[config.mk]
export PLATFORM = sky130hd
export DESIGN_NAME = wsm_ctrl
export DESIGN_NICKNAME = d
export VERILOG_FILES = /design/src/wsm_pkg.sv /design/src/wsm_ctrl.sv
export SDC_FILE = /design/constraint.sdc
export NUM_CORES = 1
export LEC_CHECK = 0
export BUFFER_PORTS_ARGS = -buffer_cell sky130_fd_sc_hd__buf_2
export CAP_MARGIN = 20
export CORE_UTILIZATION = 55
export DETAILED_ROUTE_END_ITERATION = 10
export PLACE_DENSITY = 0.82
export SLEW_MARGIN = 5
export SYNTH_ARGS = -nofsm -noshare
export SYNTH_HDL_FRONTEND = slang
export SYNTH_SLANG_ARGS = --single-unit
[constraint.sdc]
create_clock -name clk -period 4.3 [get_ports clk]
set_input_delay 0.645 -clock clk [delete_from_list [all_inputs] [get_ports clk]]
set_output_delay 0.645 -clock clk [all_outputs]
set_load 0.005 [all_outputs]
[src/wsm_pkg.sv]
package wsm_pkg;

    localparam int IN_DATA_W  = 216;
    localparam int OUT_DATA_W = 128;
    localparam int CFG_IDX_W  = 8;
    localparam int DIV_STEPS  = 48;

    // input item modes
    localparam logic [1:0] MODE_MAP    = 2'd0;
    localparam logic [1:0] MODE_SEG    = 2'd1;
    localparam logic [1:0] MODE_MEMBER = 2'd2;

    // result status codes
    localparam logic [2:0] ST_MAPPED   = 3'd0;
    localparam logic [2:0] ST_NO_SEG   = 3'd1;
    localparam logic [2:0] ST_BAD_GEO  = 3'd2;
    localparam logic [2:0] ST_NO_COVER = 3'd3;
    localparam logic [2:0] ST_LOADED   = 3'd4;

    // configuration register indexes
    localparam logic [CFG_IDX_W-1:0] CFG_CHUNK_BYTES     = 8'd0;
    localparam logic [CFG_IDX_W-1:0] CFG_ACTIVE_SEGMENTS = 8'd1;

    // datapath operations
    localparam logic [3:0] OP_NONE    = 4'd0;
    localparam logic [3:0] OP_LATCH   = 4'd1;
    localparam logic [3:0] OP_WRITE   = 4'd2;
    localparam logic [3:0] OP_PROBE   = 4'd3;
    localparam logic [3:0] OP_COMPARE = 4'd4;
    localparam logic [3:0] OP_GEOM    = 4'd5;
    localparam logic [3:0] OP_DIV     = 4'd6;
    localparam logic [3:0] OP_MREAD   = 4'd7;
    localparam logic [3:0] OP_MMUL    = 4'd8;
    localparam logic [3:0] OP_MCMP    = 4'd9;
    localparam logic [3:0] OP_PMUL_LL = 4'd10;
    localparam logic [3:0] OP_PMUL_LH = 4'd11;
    localparam logic [3:0] OP_PMUL_HL = 4'd12;
    localparam logic [3:0] OP_ACC_LO  = 4'd13;
    localparam logic [3:0] OP_ACC_HI  = 4'd14;
    localparam logic [3:0] OP_FINISH  = 4'd15;

    typedef struct packed {
        logic [3:0] op;
        logic [2:0] code;
    } cmd_t;

    typedef struct packed {
        logic search_open;
        logic probe_hit;
        logic geom_bad;
        logic div_last;
        logic member_hit;
        logic member_last;
        logic out_free;
    } stat_t;

endpackage

[src/wsm_ctrl.sv]
module wsm_ctrl (
    input  logic           clk,
    input  logic           rst_n,
    input  logic           s_tvalid,
    input  logic [1:0]     s_tuser,
    output logic           s_tready,
    input  wsm_pkg::stat_t stat,
    output wsm_pkg::cmd_t  cmd
);

    localparam logic [3:0] S_IDLE   = 4'd0;
    localparam logic [3:0] S_WRITE  = 4'd1;
    localparam logic [3:0] S_SEARCH = 4'd2;
    localparam logic [3:0] S_CMP    = 4'd3;
    localparam logic [3:0] S_GEOM   = 4'd4;
    localparam logic [3:0] S_DIV    = 4'd5;
    localparam logic [3:0] S_MREAD  = 4'd6;
    localparam logic [3:0] S_MMUL   = 4'd7;
    localparam logic [3:0] S_MCMP   = 4'd8;
    localparam logic [3:0] S_LL     = 4'd9;
    localparam logic [3:0] S_ACCL   = 4'd10;
    localparam logic [3:0] S_LH     = 4'd11;
    localparam logic [3:0] S_ACCH1  = 4'd12;
    localparam logic [3:0] S_HL     = 4'd13;
    localparam logic [3:0] S_ACCH2  = 4'd14;
    localparam logic [3:0] S_DONE   = 4'd15;

    logic [3:0] state_reg, state_next;
    logic [2:0] code_reg, code_next;

    assign s_tready = (state_reg == S_IDLE);

    always_comb
    begin
        state_next = state_reg;
        code_next  = code_reg;
        cmd.op     = wsm_pkg::OP_NONE;
        cmd.code   = code_reg;
        unique case (state_reg)
            S_IDLE:
            begin
                if (s_tvalid)
                begin
                    cmd.op = wsm_pkg::OP_LATCH;
                    if (s_tuser == wsm_pkg::MODE_MAP)
                    begin
                        state_next = S_SEARCH;
                    end
                    else if (s_tuser == wsm_pkg::MODE_SEG || s_tuser == wsm_pkg::MODE_MEMBER)
                    begin
                        state_next = S_WRITE;
                        code_next  = wsm_pkg::ST_LOADED;
                    end
                    else
                    begin
                        state_next = S_DONE;
                        code_next  = wsm_pkg::ST_LOADED;
                    end
                end
            end
            S_WRITE:
            begin
                cmd.op     = wsm_pkg::OP_WRITE;
                state_next = S_DONE;
            end
            S_SEARCH:
            begin
                if (stat.search_open)
                begin
                    cmd.op     = wsm_pkg::OP_PROBE;
                    state_next = S_CMP;
                end
                else
                begin
                    code_next  = wsm_pkg::ST_NO_SEG;
                    state_next = S_DONE;
                end
            end
            S_CMP:
            begin
                cmd.op     = wsm_pkg::OP_COMPARE;
                state_next = stat.probe_hit ? S_GEOM : S_SEARCH;
            end
            S_GEOM:
            begin
                cmd.op = wsm_pkg::OP_GEOM;
                if (stat.geom_bad)
                begin
                    code_next  = wsm_pkg::ST_BAD_GEO;
                    state_next = S_DONE;
                end
                else
                begin
                    state_next = S_DIV;
                end
            end
            S_DIV:
            begin
                cmd.op = wsm_pkg::OP_DIV;
                if (stat.div_last)
                begin
                    state_next = S_MREAD;
                end
            end
            S_MREAD:
            begin
                cmd.op     = wsm_pkg::OP_MREAD;
                state_next = S_MMUL;
            end
            S_MMUL:
            begin
                cmd.op     = wsm_pkg::OP_MMUL;
                state_next = S_MCMP;
            end
            S_MCMP:
            begin
                cmd.op = wsm_pkg::OP_MCMP;
                if (stat.member_hit)
                begin
                    state_next = S_LL;
                end
                else if (stat.member_last)
                begin
                    code_next  = wsm_pkg::ST_NO_COVER;
                    state_next = S_DONE;
                end
                else
                begin
                    state_next = S_MREAD;
                end
            end
            S_LL:
            begin
                cmd.op     = wsm_pkg::OP_PMUL_LL;
                state_next = S_ACCL;
            end
            S_ACCL:
            begin
                cmd.op     = wsm_pkg::OP_ACC_LO;
                state_next = S_LH;
            end
            S_LH:
            begin
                cmd.op     = wsm_pkg::OP_PMUL_LH;
                state_next = S_ACCH1;
            end
            S_ACCH1:
            begin
                cmd.op     = wsm_pkg::OP_ACC_HI;
                state_next = S_HL;
            end
            S_HL:
            begin
                cmd.op     = wsm_pkg::OP_PMUL_HL;
                state_next = S_ACCH2;
            end
            S_ACCH2:
            begin
                cmd.op     = wsm_pkg::OP_ACC_HI;
                code_next  = wsm_pkg::ST_MAPPED;
                state_next = S_DONE;
            end
            S_DONE:
            begin
                if (stat.out_free)
                begin
                    cmd.op     = wsm_pkg::OP_FINISH;
                    state_next = S_IDLE;
                end
            end
            default:
            begin
                state_next = S_IDLE;
            end
        endcase
    end

    always_ff @(posedge clk or negedge rst_n)
    begin
        if (!rst_n)
        begin
            state_reg <= S_IDLE;
            code_reg  <= wsm_pkg::ST_LOADED;
        end
        else
        begin
            state_reg <= state_next;
            code_reg  <= code_next;
        end
    end

    a_one_item: assert property (@(posedge clk) disable iff (!rst_n)
        (s_tvalid && s_tready) |=> !s_tready)
        else $error("second item taken while busy");

    a_done_waits: assert property (@(posedge clk) disable iff (!rst_n)
        (state_reg == S_DONE && !stat.out_free) |=> (state_reg == S_DONE))
        else $error("result state left while output full");

endmodule

==> implementation parameters, run 1 <==
Parameter                              Value

Power and ir drop
  Overall Power    681 µW
  Leakage power total    0.000410 µW
  Peak ir drop on the vdd network    0.314 mV
  Power per standard cell area    770 nW/µm²

Clocking
  Clk Tree Root Cell    sky130_fd_sc_hd__clkbuf_4
  Hold buffers post-CTS    0
  Skew-Pair Late Insertion Delay    0.25 ns
  Inserted Clock Buffers    3
  Clock buffer depth    2
  Number of buffers added for setup after CTS    0
  Number of gates given a new drive strength after cts    0
  Clock tree from TritonCTS    done
  Clock Sink Count    7
  CTS H-tree depth    1
  Clock transition at the registers of the reported paths    0.05 ns

Yosys
  Post-synth EDFFs    0
  #FFs+latches synth    7
  Average cell area after synthesis    7.38 µm²
  Share of async-settable or async-resettable flops after synthesis    100%
  Leading cell types by total area after synthesis    sky130_fd_sc_hd__dfrtp_1, sky130_fd_sc_hd__a21oi_1, sky130_fd_sc_hd__nand2_1
  Number of distinct library cell variants in the gate-level netlist after synthesis    45
  Net count after synthesis    122
  Post-synthesis instance total    108
  Area fraction of the dominant cell type after synthesis    18.8%
  Library cell occupying the most area in the post-synthesis netlist    sky130_fd_sc_hd__dfrtp_1
  Commonest register cell after synthesis    sky130_fd_sc_hd__dfrtp_1
  Post-synthesis instance area    797 µm²
  Syn. warnings    0
  Sequential fraction of the synthesis area    22.1%
  Most instantiated cells after synthesis    sky130_fd_sc_hd__nand2_1, sky130_fd_sc_hd__nor2_1, sky130_fd_sc_hd__a21oi_1

Worst setup path
  CP Cell Sequence    nor2_1, nand2_1, a21oi_1, a221oi_1, buf_2
  Kind of launch point of the worst setup path    flip-flop
  Worst path slowest cell    sky130_fd_sc_hd__dfrtp_1
  Highest net fanout along the worst path    21
  Kind of cell adding the most delay to the critical path    flip-flops
  Worst path bufs/invs    1
  CP arrival    1.75 ns
  Required time of the worst setup path    3.65 ns
  Critical path's largest stage delay    0.71 ns
  Type of the worst setup path    flip-flop to primary output
  Kind of end point of the critical path    primary output

Global route
  Initial antenna violation count    0
  Number of global-route vias before repair    789
  Total global routing overflow    0
  Overall fraction of global-route tracks in use    29.9%
  Global-route wire length before repair    3.28 mm
  Maximum number of pins on one net before global-route repair    22

Outcome
  Run status    finished clean

Detailed routing
  Remaining routing DRC violations    0
  Number of vias per cell    6.38
  Final wirelength    2.11 mm
  Detailed Route Iter0 Violations    36
  Count of vias placed by the detailed router    880
  Average wire per standard cell    15.3 µm
  First-pass iteration count of the detailed router    4
  Antenna Nets Post-Route    0

Finish
  Storage cell area    176 µm²
  Inserted Diodes    0
  Number of filler cells placed in the layout    126
  Util after Layout    67.1%
  Share of layout cells above drive strength 1    22.0%
  Nets    138
  Layout area overhead    11.0%
  Flip-flop count of the largest register after layout    4
  Multi-input gate area    538 µm²
  Filler-free cell count of the finished design    138

Die
  Row count    13
  Die Width    40.1 µm
  Die outline area    1610 µm²
  Height of the die    40.1 µm
  I/O pin count    20
  Core Footprint    1320 µm²
  Initial cell density of the core    60.5%

Run
  Number of max-capacitance violations reported    0

Placed design
  Routability congestion estimate from global placement    0.873
  Port Buf Inserts    19
  Number of instances in the placed design    134
  Sum of net half-perimeters after detailed placement    1.56 mm

STA
  Final setup violating endpoints    0
  Clock Skew    0.000907 ns
  Final worst path period need    2.39 ns
  Number of hold violations in the final report    0
  Maximum achievable frequency    418 MHz
  Post-route setup TNS    0 ns
  Max-slew violation count    0
  Setup repair after global routing missed its margin    no
  Post-route clock period utilization    55.7%
  Actual slew at the worst max-slew pin    0.623 ns
  Worst slew margin    58.5%

Min path
  Worst min-delay path category    input pin to async pin
path summary, 6_finish.rpt:
check	end	slack [ns]	startpoint	depth (start not counted)
max	cmd[3]	1.91	state_reg[2]$_DFFE_PN0P_	5
min	state_reg[1]$_DFFE_PN0P_	0.21	rst_n	1
max reg2reg	code_reg[1]$_DFFE_PN0P_	2.35	state_reg[2]$_DFFE_PN0P_	4
min reg2reg	code_reg[2]$_DFFE_PN1P_	0.48	code_reg[2]$_DFFE_PN1P_	2
max in group asynchronous	code_reg[2]$_DFFE_PN1P_	3.86	rst_n	1
min in group clk	code_reg[2]$_DFFE_PN1P_	0.48	code_reg[2]$_DFFE_PN1P_	2
final cells by class:
type	count	area share, %
Clock buffer	4	2.97
Sequential cell	7	19.9
Multi-Input combinational cell	85	60.8
Timing Repair Buffer	19	10.7
Inverter	8	3.39
Tap cell	15	2.12
power by group:
part	internal, µW	switching, µW	leakage (µW)
Combinational	199	212	0.000313
Sequential	102	107	0.0000820
Clock	35.5	25.6	0.0000150
Total	336	345	0.000410
layer usage:
metal / routed length (µm) / up-vias / global-route usage (%)
li1: - / 428 / -
met1: 876 / 401 / 36.3
met2: 1030 / 47 / 52.8
met3: 166 / 4 / 3.33
met4: 38 / 0 / 12.1
met5: 0 / - / 0
logic make-up (layout without fill, tap and decap cells):
| group | after synthesis | count (layout) | share of synthesized area (%) |
|---|---|---|---|
| buffers and inverters | 16 | 31 | 10.4 |
| AOI/OAI and AO/OA | 42 | 42 | 38.5 |
| and+or+nand+nor | 41 | 41 | 25.9 |
| DFF | 7 | 7 | 22.1 |
| adders and majority gates | 2 | 2 | 3.14 |
metrics by stage:
| stage | setup slack, ns | instance area (µm²) | hold WS (ns) |
|---|---|---|---|
| finish | 1.91 | 885 | 0.215 |
| global route | 1.76 | 885 | 0.220 |
| CTS | 1.92 | 885 | 0.216 |
| detailed placement | 2.19 | 858 | 0.473 |
| global placement | 2.23 | 858 | 0.476 |
| floorplan | 2.48 | 797 | 0.349 |
layout by cell type (no fill, tap or decap), types with 2 or more instances in the layout:
cell type	synthesis	layout
sky130_fd_sc_hd__o21ai_1	3	3
sky130_fd_sc_hd__dfrtp_1	6	6
sky130_fd_sc_hd__o21ai_0	3	3
sky130_fd_sc_hd__a2bb2oi_1	2	2
sky130_fd_sc_hd__o21a_1	2	2
sky130_fd_sc_hd__nor3_1	4	4
sky130_fd_sc_hd__and2_1	2	2
sky130_fd_sc_hd__nand2_1	11	11
sky130_fd_sc_hd__nor2b_1	5	5
sky130_fd_sc_hd__nor2_1	11	11
sky130_fd_sc_hd__inv_1	7	7
sky130_fd_sc_hd__a2111oi_0	3	3
sky130_fd_sc_hd__o32ai_1	2	2
sky130_fd_sc_hd__or3_1	2	2
sky130_fd_sc_hd__clkbuf_4	0	3
sky130_fd_sc_hd__ha_1	2	2
sky130_fd_sc_hd__a21oi_1	9	9
sky130_fd_sc_hd__buf_2	3	19
sky130_fd_sc_hd__o21bai_1	3	3
(Power assumes the default switching activity.)
==> inputs of run 2 (changes only) <==
- CORE_UTILIZATION: 55 -> 46
- PLACE_DENSITY: 0.82 -> 0.73
- clock period: 4.3 -> 2 ns (I/O delays scaled with it)
==> implementation parameters, run 2 (synthesis gave the netlist of run 1 again) <==
Parameter                              Value

Outcome
  Run status    finished, violations left
  Violated checks    DRC

Worst setup path
  Critical path's largest stage delay    0.60 ns (-0.11 ns)
  Cell depth of the worst flop-to-flop path    4 (unchanged)
  CP arrival    1.59 ns (-0.16 ns)
  Highest net fanout along the worst path    13 (-38%)
  Reg-to-reg slack, setup    0.30 ns (-2.05 ns)
  Kind of end point of the critical path    primary output
  Beginning of the critical path    state_reg[3]$_DFFE_PN0P_
  Worst path slowest cell    sky130_fd_sc_hd__dfrtp_1
  Reg2reg start    state_reg[3]$_DFFE_PN0P_
  Reg2reg end    code_reg[1]$_DFFE_PN0P_
  Kind of launch point of the worst setup path    flip-flop
  Type of the worst setup path    flip-flop to primary output
  Required time of the worst setup path    1.70 ns (-1.95 ns)
  CP Cell Sequence    nor2_1, nand2_1, a21oi_1, a221oi_1, buf_2

Power and ir drop
  Clock Power Share    8.5% (-0.5 points)
  Net switching share of the total power    48.4% (-2.2 points)
  Part of the power in combinational logic    67.1% (+6.8 points)
  Power per standard cell area    1620 nW/µm² (+110%)
  Int Power    782 µW (+130%)
  Peak ir drop on the vdd network    0.604 mV (+93%)
  Leakage power total    0.000437 µW (+6.7%)
  Relative contribution of sequential cells to total power    24.4% (-6.3 points)
  NetSw    734 µW (+110%)

Placed design
  Sum of net half-perimeters after detailed placement    1.55 mm (-0.47%)
  Port Buf Inserts    19 (unchanged)
  Routability congestion estimate from global placement    0.929 (+6.5%)

Detailed routing
  Number of vias per cell    6.24 (-2.1%)
  Count of vias placed by the detailed router    905 (+2.8%)
  Final wirelength    2.06 mm (-2.4%)
  Antenna Nets Post-Route    0 (unchanged)
  Detailed Route Iter0 Violations    40 (+11%)
  First-pass iteration count of the detailed router    7 (+3)
  Remaining routing DRC violations    3 (+3)
  Average wire per standard cell    14.2 µm (-7.1%)

Min path
  Worst min-delay path category    input pin to flip-flop
  WHS Endpoint    code_reg[2]$_DFFE_PN1P_
  Hold path startpoint    s_tvalid
  Worst Hold Depth    3

Die
  I/O pin count    20 (unchanged)
  Initial cell density of the core    51.1% (-9.4 points)
  Row count    14 (+1)
  Core Footprint    1560 µm² (+18%)
  Die Width    43.6 µm (+8.9%)
  Height of the die    43.6 µm (+8.9%)
  Die outline area    1900 µm² (+19%)

Global route
  Maximum number of pins on one net before global-route repair    15 (-32%)
  Total global routing overflow    0 (unchanged)
  Global-route wire length before repair    3.42 mm (+4.4%)
  Overall fraction of global-route tracks in use    23.8% (-6.1 points)
  Number of global-route vias before repair    780 (-1.1%)
  Initial antenna violation count    0 (unchanged)

Clocking
  Clock transition at the registers of the reported paths    0.05 ns (about the same)
  Clk Tree Root Cell    sky130_fd_sc_hd__clkbuf_4
  Clock buffer depth    2 (unchanged)
  Number of buffers added for setup after CTS    0 (unchanged)
  Inserted Clock Buffers    3 (unchanged)
  Clock Sink Count    7 (unchanged)
  Skew-Pair Late Insertion Delay    0.25 ns (about the same)
  CTS H-tree depth    1 (unchanged)
  Clock tree from TritonCTS    done

STA
  Final worst path period need    1.89 ns
  Worst slew margin    71.6% (+13 points)
  Post-route clock period utilization    94.3%
  Final setup violating endpoints    0 (unchanged)
  Max-slew violation count    0 (unchanged)
  Clock Skew    0.00354 ns (+0.00263 ns)
  Actual slew at the worst max-slew pin    0.427 ns (-0.196 ns)
  Setup repair after global routing missed its margin    no
  Post-route setup TNS    0 ns (unchanged)
  Worst Hold Slack    0.387 ns (+0.172 ns)
  Number of hold violations in the final report    0 (unchanged)
  Maximum achievable frequency    530 MHz

Run
  Number of max-capacitance violations reported    0 (unchanged)

Finish
  Inserted Diodes    0 (unchanged)
  Number of filler cells placed in the layout    148 (+17%)
  Multi-input gate area    538 µm² (unchanged)
  Layout area overhead    17.3%
  Most common cell after layout, fill and taps aside    sky130_fd_sc_hd__buf_2
  Share of layout cells above drive strength 1    25.6% (+3.6 points)
  Most used cells in the layout excluding fill and tap cells    sky130_fd_sc_hd__buf_2, sky130_fd_sc_hd__nor2_1, sky130_fd_sc_hd__nand2_1
  Flip-flop count of the largest register after layout    4 (unchanged)
  Storage cell area    178 µm² (+0.71%)
  Nets    144 (+4.3%)
-- run 2: worst max path at each step --
stage,to
3_5_place_dp,code_reg[1]$_DFFE_PN0P_
2_1_floorplan,code_reg[1]$_DFFE_PN0P_
6_report,cmd[3]
5_1_grt,cmd[3]
3_3_place_gp,code_reg[1]$_DFFE_PN0P_
4_1_cts,cmd[3]
-- run 2: cell type report --
class | count | area share [%]
multi-input combinational | 85 | 57.6
sequential | 7 | 19.0
clock buffer | 4 | 2.81
timing repair buffer | 25 | 15.3
tap | 16 | 2.14
inverter | 8 | 3.21
-- run 2: power groups by stage --
stage / Clock, µW / Combinational [µW] / Sequential [µW]
floorplan: 0 / 851 / 256
global placement: 0 / 1000 / 363
detailed placement: 0 / 1010 / 367
CTS: 133 / 1010 / 365
global route: 146 / 1120 / 389
finish: 129 / 1020 / 370
-- run 2: layer usage --
metal  wire length [µm]  up-vias  track usage, %
met4                  0        0            6.25
li1                   -      447               -
met2                999       46            36.1
met1                880      412            34.2
met5                  0        -               0
met3                175        0            5.00
-- run 2: metrics by stage --
stage	utilization (%)	area, µm²	std cells	power, µW	setup WS, ns
after floorplan	-	797	108	1110	0.503
after global placement	57.5	897	140	1360	0.318
after detailed placement	57.5	897	140	1370	0.318
after CTS	59.9	933	145	1510	0.133
after global routing	60.0	935	145	1660	0.00911
final	60.0	935	145	1520	0.114
-- run 2: what timing repair did --
item,CTS,global route
hold buffers,1,0
endpoints found under the setup margin,0,1
hold endpoints to repair,6,0
gates resized for setup,0,1
-- run 2: worst max-delay path, delay by kind of cell (launching register included) --
| kind | cells | cell delay, ns |
|---|---|---|
| AND/OR/NAND/NOR | 2 | 0.30 |
| AO/OA/AOI/OAI | 2 | 0.27 |
| buffers and inverters | 1 | 0.16 |
| flip-flops | 1 | 0.60 |
